**src/rtl/core/umlaut_digraph_input_transform_macros.svh**
```systemverilog
// assertion macros shared by the umlaut digraph transform rtl
`ifndef UMLAUT_DIGRAPH_INPUT_TRANSFORM_MACROS_SVH
`define UMLAUT_DIGRAPH_INPUT_TRANSFORM_MACROS_SVH

`ifndef SYNTHESIS
// concurrent check on clk_i, masked while rst_ni is low
`define UDIT_ASSERT(lbl, prop, msg) \
  lbl: assert property (@(posedge clk_i) disable iff (!rst_ni) prop) else $error(msg);
// concurrent check on clk_i that also holds during reset
`define UDIT_ASSERT_ALWAYS(lbl, prop, msg) \
  lbl: assert property (@(posedge clk_i) prop) else $error(msg);
`else
`define UDIT_ASSERT(lbl, prop, msg)
`define UDIT_ASSERT_ALWAYS(lbl, prop, msg)
`endif

`endif

```
**src/rtl/core/udit_pkg.sv**
```systemverilog
// types, codes and digraph tables for the umlaut digraph transform
package udit_pkg;

  localparam int unsigned CpW      = 21;
  localparam int unsigned RuleW    = 3;
  localparam int unsigned NumRules = 7;

  typedef logic [CpW-1:0]   cp_t;
  typedef logic [RuleW-1:0] rule_t;

  // rule codes
  localparam rule_t RULE_NONE = 3'd0;
  localparam rule_t RULE_AE   = 3'd1;
  localparam rule_t RULE_OE   = 3'd2;
  localparam rule_t RULE_UE   = 3'd3;
  localparam rule_t RULE_CAE  = 3'd4;
  localparam rule_t RULE_COE  = 3'd5;
  localparam rule_t RULE_CUE  = 3'd6;
  localparam rule_t RULE_SZ   = 3'd7;

  typedef enum logic [1:0] {
    OP_PRINT = 2'd0,
    OP_BKSP  = 2'd1,
    OP_INVAL = 2'd2,
    OP_RESET = 2'd3
  } op_e;

  typedef enum logic [1:0] {
    ST_IDLE   = 2'd0,
    ST_PREFIX = 2'd1,
    ST_CONV   = 2'd2
  } stage_e;

  typedef enum logic [1:0] {
    ACT_PASS      = 2'd0,
    ACT_REPL_PREV = 2'd1,
    ACT_REPL_CONV = 2'd2
  } action_e;

  // engine state plus one-deep checkpoint
  typedef struct packed {
    stage_e stage;
    rule_t  rule;
    logic   ckpt_valid;
    stage_e ckpt_stage;
    rule_t  ckpt_rule;
  } state_t;

  // one result transaction
  typedef struct packed {
    action_e    action;
    logic [1:0] repl_len;
    cp_t        repl_char0;
    cp_t        repl_char1;
    logic       restored;
  } result_t;

  // letter that opens a digraph
  function automatic cp_t rule_first(rule_t r);
    cp_t c;
    case (r)
      RULE_AE:  c = CpW'(32'h61);
      RULE_OE:  c = CpW'(32'h6F);
      RULE_UE:  c = CpW'(32'h75);
      RULE_CAE: c = CpW'(32'h41);
      RULE_COE: c = CpW'(32'h4F);
      RULE_CUE: c = CpW'(32'h55);
      RULE_SZ:  c = CpW'(32'h73);
      default:  c = '0;
    endcase
    return c;
  endfunction

  // letter that completes a digraph
  function automatic cp_t rule_second(rule_t r);
    cp_t c;
    case (r)
      RULE_NONE: c = '0;
      RULE_SZ:   c = CpW'(32'h7A);
      default:   c = CpW'(32'h65);
    endcase
    return c;
  endfunction

  // converted codepoint
  function automatic cp_t rule_conv(rule_t r);
    cp_t c;
    case (r)
      RULE_AE:  c = CpW'(32'hE4);
      RULE_OE:  c = CpW'(32'hF6);
      RULE_UE:  c = CpW'(32'hFC);
      RULE_CAE: c = CpW'(32'hC4);
      RULE_COE: c = CpW'(32'hD6);
      RULE_CUE: c = CpW'(32'hDC);
      RULE_SZ:  c = CpW'(32'hDF);
      default:  c = '0;
    endcase
    return c;
  endfunction

endpackage

```
**src/rtl/core/umlaut_digraph_input_transform.sv**
```systemverilog
// top level of the umlaut digraph input transform
// Takes one key event per transaction and returns exactly one result per event.
// An event is accepted in any cycle in which the output register is empty or is
// being emptied, so the sustained rate is one event per clock; the result shows
// up in the output register in the cycle after acceptance. All work for an event
// is a single pass of compare logic (seven parallel prefix compares and one
// suffix compare) from the input port and engine state into that register.
// Writing eszett_enable also returns the engine to idle; the checkpoint stays.
`include "umlaut_digraph_input_transform_macros.svh"

module umlaut_digraph_input_transform (
  input  logic        clk_i,
  input  logic        rst_ni,
  // configuration write
  input  logic        cfg_valid_i,
  output logic        cfg_ready_o,
  input  logic        cfg_data_i,
  // key event input
  input  logic        in_valid_i,
  output logic        in_ready_o,
  input  logic [1:0]  opcode_i,
  input  logic [20:0] char_code_i,
  // result output
  output logic        out_valid_o,
  input  logic        out_ready_i,
  output logic [1:0]  action_o,
  output logic [1:0]  repl_len_o,
  output logic [20:0] repl_char0_o,
  output logic [20:0] repl_char1_o,
  output logic        restored_o
);

  udit_pkg::state_t  state_q, state_d;
  udit_pkg::state_t  eng_nxt;
  udit_pkg::result_t eng_res;
  udit_pkg::result_t res_q;
  logic              eszett_q;
  logic              out_valid_q;
  logic              in_fire;
  logic              cfg_fire;

  assign cfg_ready_o = 1'b1;
  assign cfg_fire    = cfg_valid_i && cfg_ready_o;
  assign in_ready_o  = !out_valid_q || out_ready_i;
  assign in_fire     = in_valid_i && in_ready_o;

  udit_engine u_engine (
    .cur_i           (state_q),
    .opcode_i        (opcode_i),
    .char_code_i     (char_code_i),
    .eszett_enable_i (eszett_q),
    .nxt_o           (eng_nxt),
    .res_o           (eng_res)
  );

  // engine state next value
  always_comb begin
    state_d = state_q;
    if (cfg_fire) begin
      state_d.stage = udit_pkg::ST_IDLE;
      state_d.rule  = udit_pkg::RULE_NONE;
    end else if (in_fire) begin
      state_d = eng_nxt;
    end
  end

  // engine state and config register
  always_ff @(posedge clk_i or negedge rst_ni) begin
    if (!rst_ni) begin
      state_q.stage      <= udit_pkg::ST_IDLE;
      state_q.rule       <= udit_pkg::RULE_NONE;
      state_q.ckpt_valid <= 1'b0;
      state_q.ckpt_stage <= udit_pkg::ST_IDLE;
      state_q.ckpt_rule  <= udit_pkg::RULE_NONE;
      eszett_q           <= 1'b1;
    end else begin
      state_q <= state_d;
      if (cfg_fire) begin
        eszett_q <= cfg_data_i;
      end
    end
  end

  // output register valid
  always_ff @(posedge clk_i or negedge rst_ni) begin
    if (!rst_ni) begin
      out_valid_q <= 1'b0;
    end else if (in_fire) begin
      out_valid_q <= 1'b1;
    end else if (out_ready_i) begin
      out_valid_q <= 1'b0;
    end
  end

  // output register payload
  always_ff @(posedge clk_i) begin
    if (in_fire) begin
      res_q <= eng_res;
    end
  end

  assign out_valid_o  = out_valid_q;
  assign action_o     = res_q.action;
  assign repl_len_o   = res_q.repl_len;
  assign repl_char0_o = res_q.repl_char0;
  assign repl_char1_o = res_q.repl_char1;
  assign restored_o   = res_q.restored;

  // checks
  `UDIT_ASSERT(a_idle_no_rule,
    (state_q.stage == udit_pkg::ST_IDLE) == (state_q.rule == udit_pkg::RULE_NONE),
    "engine idle state and active rule disagree")
  `UDIT_ASSERT(a_ckpt_is_prefix,
    state_q.ckpt_valid |-> (state_q.ckpt_stage == udit_pkg::ST_PREFIX &&
                            state_q.ckpt_rule != udit_pkg::RULE_NONE),
    "checkpoint holds something other than a pending prefix")
  `UDIT_ASSERT(a_restore_to_prefix,
    in_fire && opcode_i == udit_pkg::OP_BKSP && state_q.ckpt_valid && !cfg_fire
      |=> state_q.stage == udit_pkg::ST_PREFIX && !state_q.ckpt_valid && restored_o,
    "backspace with checkpoint did not restore the prefix")
  `UDIT_ASSERT(a_restored_is_pass,
    out_valid_o && restored_o |-> action_o == udit_pkg::ACT_PASS && repl_len_o == 2'd0,
    "restored result carries a replacement")
  `UDIT_ASSERT(a_repl_prev_len,
    out_valid_o && action_o == udit_pkg::ACT_REPL_PREV |-> repl_len_o == 2'd1,
    "umlaut replacement with wrong length")

endmodule

```
**src/rtl/core/udit_engine.sv**
```systemverilog
// next-state and result logic for one key event
module udit_engine (
  input  udit_pkg::state_t  cur_i,
  input  logic [1:0]        opcode_i,
  input  udit_pkg::cp_t     char_code_i,
  input  logic              eszett_enable_i,
  output udit_pkg::state_t  nxt_o,
  output udit_pkg::result_t res_o
);

  udit_pkg::op_e   op;
  udit_pkg::rule_t pfx_rule;
  logic            rule_ok;
  logic            second_hit;

  assign op         = udit_pkg::op_e'(opcode_i);
  assign rule_ok    = (cur_i.rule != udit_pkg::RULE_NONE);
  assign second_hit = rule_ok && (char_code_i == udit_pkg::rule_second(cur_i.rule));

  // parallel prefix compare, lowest rule wins
  always_comb begin
    pfx_rule = udit_pkg::RULE_NONE;
    for (int i = udit_pkg::NumRules; i >= 1; i--) begin
      if ((udit_pkg::RuleW'(i) != udit_pkg::RULE_SZ || eszett_enable_i) &&
          char_code_i == udit_pkg::rule_first(udit_pkg::RuleW'(i))) begin
        pfx_rule = udit_pkg::RuleW'(i);
      end
    end
  end

  // state update and result
  always_comb begin
    nxt_o = cur_i;
    res_o = '0;
    res_o.action = udit_pkg::ACT_PASS;
    case (op)
      udit_pkg::OP_PRINT: begin
        // checkpoint a pending prefix before the letter is applied
        nxt_o.ckpt_valid = (cur_i.stage == udit_pkg::ST_PREFIX);
        if (cur_i.stage == udit_pkg::ST_PREFIX) begin
          nxt_o.ckpt_stage = cur_i.stage;
          nxt_o.ckpt_rule  = cur_i.rule;
        end
        if (cur_i.stage == udit_pkg::ST_CONV && second_hit) begin
          // undo: converted char back to escaped text
          res_o.action     = udit_pkg::ACT_REPL_CONV;
          res_o.repl_len   = 2'd2;
          res_o.repl_char0 = udit_pkg::rule_first(cur_i.rule);
          res_o.repl_char1 = udit_pkg::rule_second(cur_i.rule);
          nxt_o.stage      = udit_pkg::ST_IDLE;
          nxt_o.rule       = udit_pkg::RULE_NONE;
          nxt_o.ckpt_valid = 1'b0;
        end else if (cur_i.stage == udit_pkg::ST_PREFIX && second_hit) begin
          // digraph complete: replace prefix with umlaut
          res_o.action     = udit_pkg::ACT_REPL_PREV;
          res_o.repl_len   = 2'd1;
          res_o.repl_char0 = udit_pkg::rule_conv(cur_i.rule);
          nxt_o.stage      = udit_pkg::ST_CONV;
          nxt_o.ckpt_valid = 1'b0;
        end else begin
          nxt_o.rule  = pfx_rule;
          nxt_o.stage = (pfx_rule != udit_pkg::RULE_NONE) ? udit_pkg::ST_PREFIX
                                                          : udit_pkg::ST_IDLE;
        end
      end
      udit_pkg::OP_BKSP: begin
        if (cur_i.ckpt_valid) begin
          nxt_o.stage      = cur_i.ckpt_stage;
          nxt_o.rule       = cur_i.ckpt_rule;
          nxt_o.ckpt_valid = 1'b0;
          res_o.restored   = 1'b1;
        end
      end
      udit_pkg::OP_INVAL: begin
        nxt_o.ckpt_valid = 1'b0;
      end
      udit_pkg::OP_RESET: begin
        nxt_o.stage = udit_pkg::ST_IDLE;
        nxt_o.rule  = udit_pkg::RULE_NONE;
      end
      default: begin
        nxt_o = cur_i;
      end
    endcase
  end

endmodule

```
**config.mk**
```make
export PLATFORM = sky130hd
export DESIGN_NAME = umlaut_digraph_input_transform
export DESIGN_NICKNAME = d
export VERILOG_FILES = /design/src/rtl/core/udit_pkg.sv /design/src/rtl/core/umlaut_digraph_input_transform.sv /design/src/rtl/core/udit_engine.sv
export VERILOG_INCLUDE_DIRS = /design/src /design/src/rtl/core
export SDC_FILE = /design/constraint.sdc
export NUM_CORES = 1
export LEC_CHECK = 0
export BUFFER_PORTS_ARGS = -buffer_cell sky130_fd_sc_hd__buf_2
export CAP_MARGIN = 20
export CORE_UTILIZATION = 49
export CTS_BUF_LIST = sky130_fd_sc_hd__clkbuf_8
export DETAILED_ROUTE_END_ITERATION = 10
export MAX_ROUTING_LAYER = met4
export PLACE_DENSITY_LB_ADDON = 0.05
export SLEW_MARGIN = 0
export SYNTH_ARGS = -nofsm -noshare
export SYNTH_HDL_FRONTEND = slang
export SYNTH_SLANG_ARGS = --single-unit
```
**constraint.sdc**
```tcl
create_clock -name clk_i -period 2.6 [get_ports clk_i]
set_input_delay 0.52 -clock clk_i [delete_from_list [all_inputs] [get_ports clk_i]]
set_output_delay 0.52 -clock clk_i [all_outputs]
set_load 0.05 [all_outputs]
```
# After elaboration in Yosys (flattened, before gate mapping)
# Cells that the tools add are included.
totals:
  reg_bits: 60
  wordCells: 86
op_classes:
  eq_ne: 22
  n_mux: 27
  n_bitwise: 2
  n_reduce_logical: 21
op_table:
  columns: ["op", "n"]
  rows:
  - ["== test 21 x 7 -> 1 bit, second input constant", 7]
  - ["one-hot mux 8 bit (7 select lines)", 1]
  - ["one-hot mux 7 bit (7 select lines)", 1]
  - ["2-to-1 mux 25 bit", 1]
  - ["2-to-1 mux 24 bit", 1]
  - ["2-to-1 mux 3 bit", 8]
  - ["== test 21 x 7 -> 1 bit", 1]
  - ["2-to-1 mux 5 bit", 3]
  - ["one-hot mux 5 bit (3 select lines)", 1]
  - ["one-hot mux 7 bit (2 select lines)", 1]
  - ["== test 3 bit, second input constant", 4]
  - ["2-to-1 mux 6 bit", 2]
  - ["2-to-1 mux 11 bit", 1]
  - ["nonzero test 3 bit", 3]
  - ["AND reduction 4 bit", 2]
  - ["== test 2 bit, second input constant", 3]
  - ["== test 3 x 2 -> 1 bit, second input constant", 2]
  - ["AND reduction 3 bit", 2]
  - ["logical AND 1 bit", 5]
  - ["2-to-1 mux 1 bit", 5]
  - ["== test 2 x 1 -> 1 bit, second input constant", 2]
  - ["inequality test 4 x 3 -> 1 bit, second input constant", 1]
  - ["nonzero test 2 bit", 2]
  - ["nonzero test 4 bit", 1]
  - ["11 further kinds", 12]

# Depth between registers and ports, before layout
depth:
  word_depth: 16
  ltp_mapped: 7
  ltp_nobuf: 7

# Cells and area by module
# Synthesis repeated with hierarchy kept, for this count alone.
hier_totals:
  hier_cells: 242
  hier_area_um2: 2952.8
by_module_without_submodules:
  columns: ["mod", "instances", "cells_each", "area_each_um2", "seq_area_each_um2"]
  rows:
  - ["umlaut_digraph_input_transform", 1, 90, 1941.9, 1737.9]
  - ["udit_engine", 1, 152, 1011.0, 0.0]

# Worst setup path after synthesis
# OpenSTA, ideal clock, no wires.
synth_timing:
  path_type: "flip-flop to flip-flop"
  start: "register out_valid_q (netlist: out_valid_o)"
  end: "register state_q[7] in the netlist's numbering"
  setup_ps: 138
  t_arrival_ps: 2437
  path_slack_ps: 25
  path_stages_with_launch: 7
  path_buffers: 1
  path_cell_list: "dfrtp_1 nand2b_1 and2_1 clkbuf_1 a21oi_1 a221oi_1 o211ai_1"
synth_between:
  elab_chain_cells: 5
synth_lines:
  columns: ["element", "line", "rtl"]
  rows:
  - ["start, declared", "umlaut_digraph_input_transform.sv:38", "logic out_valid_q;"]
  - ["start signal, assigned", "umlaut_digraph_input_transform.sv:87", "out_valid_q <= 1'b0;"]
  - ["start signal, assigned", "umlaut_digraph_input_transform.sv:89", "out_valid_q <= 1'b1;"]
  - ["start signal, assigned", "umlaut_digraph_input_transform.sv:91", "out_valid_q <= 1'b0;"]
  - ["logical NOT 1 bit", "umlaut_digraph_input_transform.sv:44", "assign in_ready_o = !out_valid_q || out_ready_i;"]
  - ["logical OR 1 bit", "umlaut_digraph_input_transform.sv:44", null]
  - ["named net in_ready_o", "umlaut_digraph_input_transform.sv:20", "output logic in_ready_o,"]
  - ["logical AND 1 bit", "umlaut_digraph_input_transform.sv:45", "assign in_fire = in_valid_i && in_ready_o;"]
  - ["named net in_fire", "umlaut_digraph_input_transform.sv:39", "logic in_fire;"]
  - ["nonzero test 2 bit (no source line)", null, null]
  - ["AND reduction 4 bit (no source line)", null, null]
  - ["end signal, assigned", "umlaut_digraph_input_transform.sv:77", "state_q <= state_d;"]
  - ["end, declared", "umlaut_digraph_input_transform.sv:33", "udit_pkg::state_t state_q, state_d;"]
# The timed path passes the listed nets, and every way through them passes these cells.
# A chain may end at the register's enable or synchronous reset.

# Worst setup path after layout
layout_timing:
  start: "register state_q[7] in the netlist's numbering"
  end: "register res_q (netlist bit repl_char0_o[1]) (data pin)"
layout_between:
  elab_chain_cells: 7
  elab_cells_between_ends: 18
layout_lines:
  columns: ["element", "line", "rtl"]
  rows:
  - ["== test 3 bit or logical NOT 3 bit (tied branches)", "udit_pkg.sv:61, udit_pkg.sv:77, udit_pkg.sv:88", null]
  - ["one-hot mux 7 bit (2 select lines)", "udit_pkg.sv:77", "case (r)"]
  - ["== test 21 x 7 -> 1 bit", "udit_engine.sv:18", "assign second_hit = rule_ok && (char_code_i == udit_pkg::rule_second(cur_i.rule));"]
  - ["logical AND 1 bit", "udit_engine.sv:18", null]
  - ["logical AND 1 bit", "udit_engine.sv:53", "end else if (cur_i.stage == udit_pkg::ST_PREFIX && second_hit) begin"]
  - ["2-to-1 mux 24 bit", "udit_engine.sv:53", null]
  - ["2-to-1 mux 25 bit *", "udit_engine.sv:44", "if (cur_i.stage == udit_pkg::ST_CONV && second_hit) begin"]
  - ["end signal, assigned", "umlaut_digraph_input_transform.sv:98", "res_q <= eng_res;"]
  - ["end, declared", "umlaut_digraph_input_transform.sv:36", "udit_pkg::result_t res_q;"]
# Every way passes the cells marked *; elsewhere a longest branch is shown, timed or not.

==> qor.yml <==
status: "finished, final reports clean"
ys_seq_area_share_pct: 40.6
overflow: 0
holdBufCountCts: 0
drv_slew: 0
synth_area_per_cell_sq_um: 9.80
finalCriticalPeriod_ns: 1.93
synthSimpleGateAreaFrac_pct: 24.3
drt_iter0_markers: 43
instances_no_fill: 275
drt_first_pass_iters: 4
diodes: 0
synthAdderAreaFrac_pct: 2.04
yosys.area_share.xor_xnor_pct: 0.951
setup.worst_path.end_class: "register"
synth_cell_types: 50
vias_per_cell: 5.28
nets: 262
synth.top_cell.area_share_pct: 22.8
cts_resized: 0
die-area_sq_um: 4010
cts_setup_buffers: 0
grt_util_met3_pct: 3.99
grt_pass1_vias: 1329
final_core_util_pct: 58.1
final_common_cell: "buf_2"
crit_chain: "or2_2 -> a31oi_1 -> nor3b_2 -> nand3_2 -> a221oi_1"
cts_buffers: 3
cts-root-buf: "clkbuf_8"
dpl-instance-area_sq_um: 1970
syn_area_sq_um: 1840
crit_path_max_incr_delay_ns: 0.61
port_buffers: 50
yosys.area.top_type: "edfxtp_1"
finalCritPeriodShare_pct: 74.2
synthCells: 188
synth_warnings: 0
num_io_pins: 79
hold_class: "input pin to asynchronous set/reset pin"
gp_congestion: 0.805
cts_buffer_depth: 2
crit_type: "register to register"
cp_num_buf_inv: 0
synth_enable_flop_cells: 14
rows: 21
grt_max_degree: 19
routed_wl_microns: 3400
cp_top_family: "simple AND/OR/NAND/NOR gates"
antenna_left: 0
met1_usage_pct: 21.8
cts_tree: "yes"
cp_max_fo: 18
synth_compound_area_share_pct: 12.6
grt_busiest_layer: "met2"
ys.flop_type: "edfxtp_1"
dp_hpwl_microns: 2650
clk_latency_ns: 0.27
drc: 0
arrival_ns: 2.02
hold_viol: 0
cts_sinks: 27
crit_slowest_cell: "dfrtp_1"
synthArstFlopShare_pct: 48.1
drive_above_1_share_pct: 29.7
powerDensity_nw_per_um2: 458
drv_cap: 0
start_kind: "register"
finalClockSkew_ns: 0.00368
fill_cells: 321
setup_violations: 0
ir_drop_uv: 318
crit_required_ns: 2.69
clk_pin_slew_ns: 0.09
routedWlPerCell_microns: 12.4
core_sq_um: 3470
fp.dieW_microns: 63.3
leakage_nw: 0.877
layout_common_cells: "buf_2 (50), conb_1 (28), nand2_1 (14), edfxtp_1 (14), dfrtp_1 (12)"
initial_core_util_pct: 53.1
h-tree-depth: 1
rsz0062_at_grt: "false"
antenna_found_initial: 0
synth_top_family_by_area: "simple AND/OR/NAND/NOR gates"
final_area_sq_um: 2020
placed_cells: 271
vias: 1453
grt_usage_pct: 18.4
clock.fmax_ghz: 0.519
fin_tns_setup_ns: 0
muxShareOfSynthArea_pct: 2.45
ys_seq_elements: 27
netlist_top_cells_area: "edfxtp_1 (23%), dfrtp_1 (16%), buf_4 (14%), nand2_1 (2.9%), mux2_2 (2.4%)"
syn2layout_area_growth_pct: 9.44
die_height_microns: 63.3
use_met2_pct: 31.3
grt_pass1_wl_microns: 5790
==> power by group <==
| part | switching [mW] | leakage (nW) | internal, mW |
|---|---|---|---|
| sequential | 0.00337 | 0.316 | 0.462 |
| clock | 0.125 | 0.0216 | 0.107 |
| combinational | 0.186 | 0.540 | 0.0412 |
==> cells in the mapped netlist (all sizes together) (2+ instances only) <==
| library cell | n |
|---|---|
| buf | 36 |
| edfxtp | 14 |
| nand2 | 14 |
| dfrtp | 12 |
| nor2 | 11 |
| nand3 | 8 |
| inv | 6 |
| nand4b | 5 |
| nor3 | 5 |
| nor3b | 5 |
| a21oi | 4 |
| and2 | 4 |
| clkbuf | 4 |
| mux2 | 4 |
| o211ai | 4 |
| o21ai | 4 |
| a22o | 3 |
| a22oi | 3 |
| ha | 3 |
| nand2b | 3 |
| o31ai | 3 |
| a221oi | 2 |
| a222oi | 2 |
| and3 | 2 |
| and4b | 2 |
| conb | 2 |
| nand4 | 2 |
| nor2b | 2 |
| nor4 | 2 |
| nor4b | 2 |
| o21bai | 2 |
| xnor2 | 2 |
==> sequential cells by signal, indices dropped and copies added, names as in the netlist <==
signal and cells:
out_valid_o 1, state_q 11, restored_o 1, repl_char0_o 8, repl_char1_o 3, action_o 2, eszett_q 1
==> final cells by class <==
cell class / instances / area [sq um] / share of cell area, %
Multi-Input combinational cell: 141 / 885 / 43.9
Sequential cell: 27 / 747 / 37.1
Timing Repair Buffer: 51 / 258 / 12.8
Tap cell: 46 / 57.6 / 2.86
Clock buffer: 3 / 41.3 / 2.05
Inverter: 6 / 22.5 / 1.12
Clock inverter: 1 / 5.00 / 0.248
==> metal layers <==
layer | routed length [microns] | share of wire, %
met3 | 218 | 6.4
met4 | 47 | 1.4
met5 | 0 | 0
met1 | 1420 | 42
met2 | 1720 | 50
==> final timing paths <==
check                           slack [ns]                       endpoint                    from  cells past startpoint
max in group asynchronous             2.22           eszett_q$_DFFE_PN1P_                  rst_ni                      1
worst max-delay path                  0.67  repl_char0_o[1]$_SDFFCE_PN0P_  state_q[7]$_DFFE_PN0P_                      5
worst max register to register        0.67  repl_char0_o[1]$_SDFFCE_PN0P_  state_q[7]$_DFFE_PN0P_                      5
worst min register to register        0.48         state_q[3]$_DFFE_PN0P_  state_q[3]$_DFFE_PN0P_                      1
min in group clk_i                    0.47           eszett_q$_DFFE_PN1P_              cfg_data_i                      2
worst min-delay path                  0.11         state_q[8]$_DFFE_PN0P_                  rst_ni                      1
==> per-stage QoR <==
step	hold slack [ns]	setup slack [ns]	power, mW
2_1_floorplan	0.224	0.0252	0.685
4_1_cts	0.119	0.668	0.927
3_5_place_dp	0.420	0.437	0.701
5_1_grt	0.127	0.410	0.959
3_3_place_gp	0.418	0.518	0.698
6_report	0.110	0.672	0.924
==> worst reg2reg max path, cell delays in order (launching register included) <==
cell and delay (ns):
dfrtp_1 0.61, or2_2 0.20, a31oi_1 0.09, nor3b_2 0.21
nand3_2 0.32, a221oi_1 0.31
==> kinds of logic (layout without fill, tap and decap cells) <==
| family | Yosys count | in the layout |
|---|---|---|
| AO/OA/AOI/OAI | 32 | 32 |
| buffers and inverters | 46 | 61 |
| XOR/XNOR | 2 | 2 |
| other | 2 | 28 |
| adder cells (fa/ha/maj) | 3 | 3 |
| flip-flops | 27 | 27 |
| AND/OR/NAND/NOR | 72 | 72 |
| multiplexers | 4 | 4 |
Note: power is estimated with default switching activity, not from simulation.
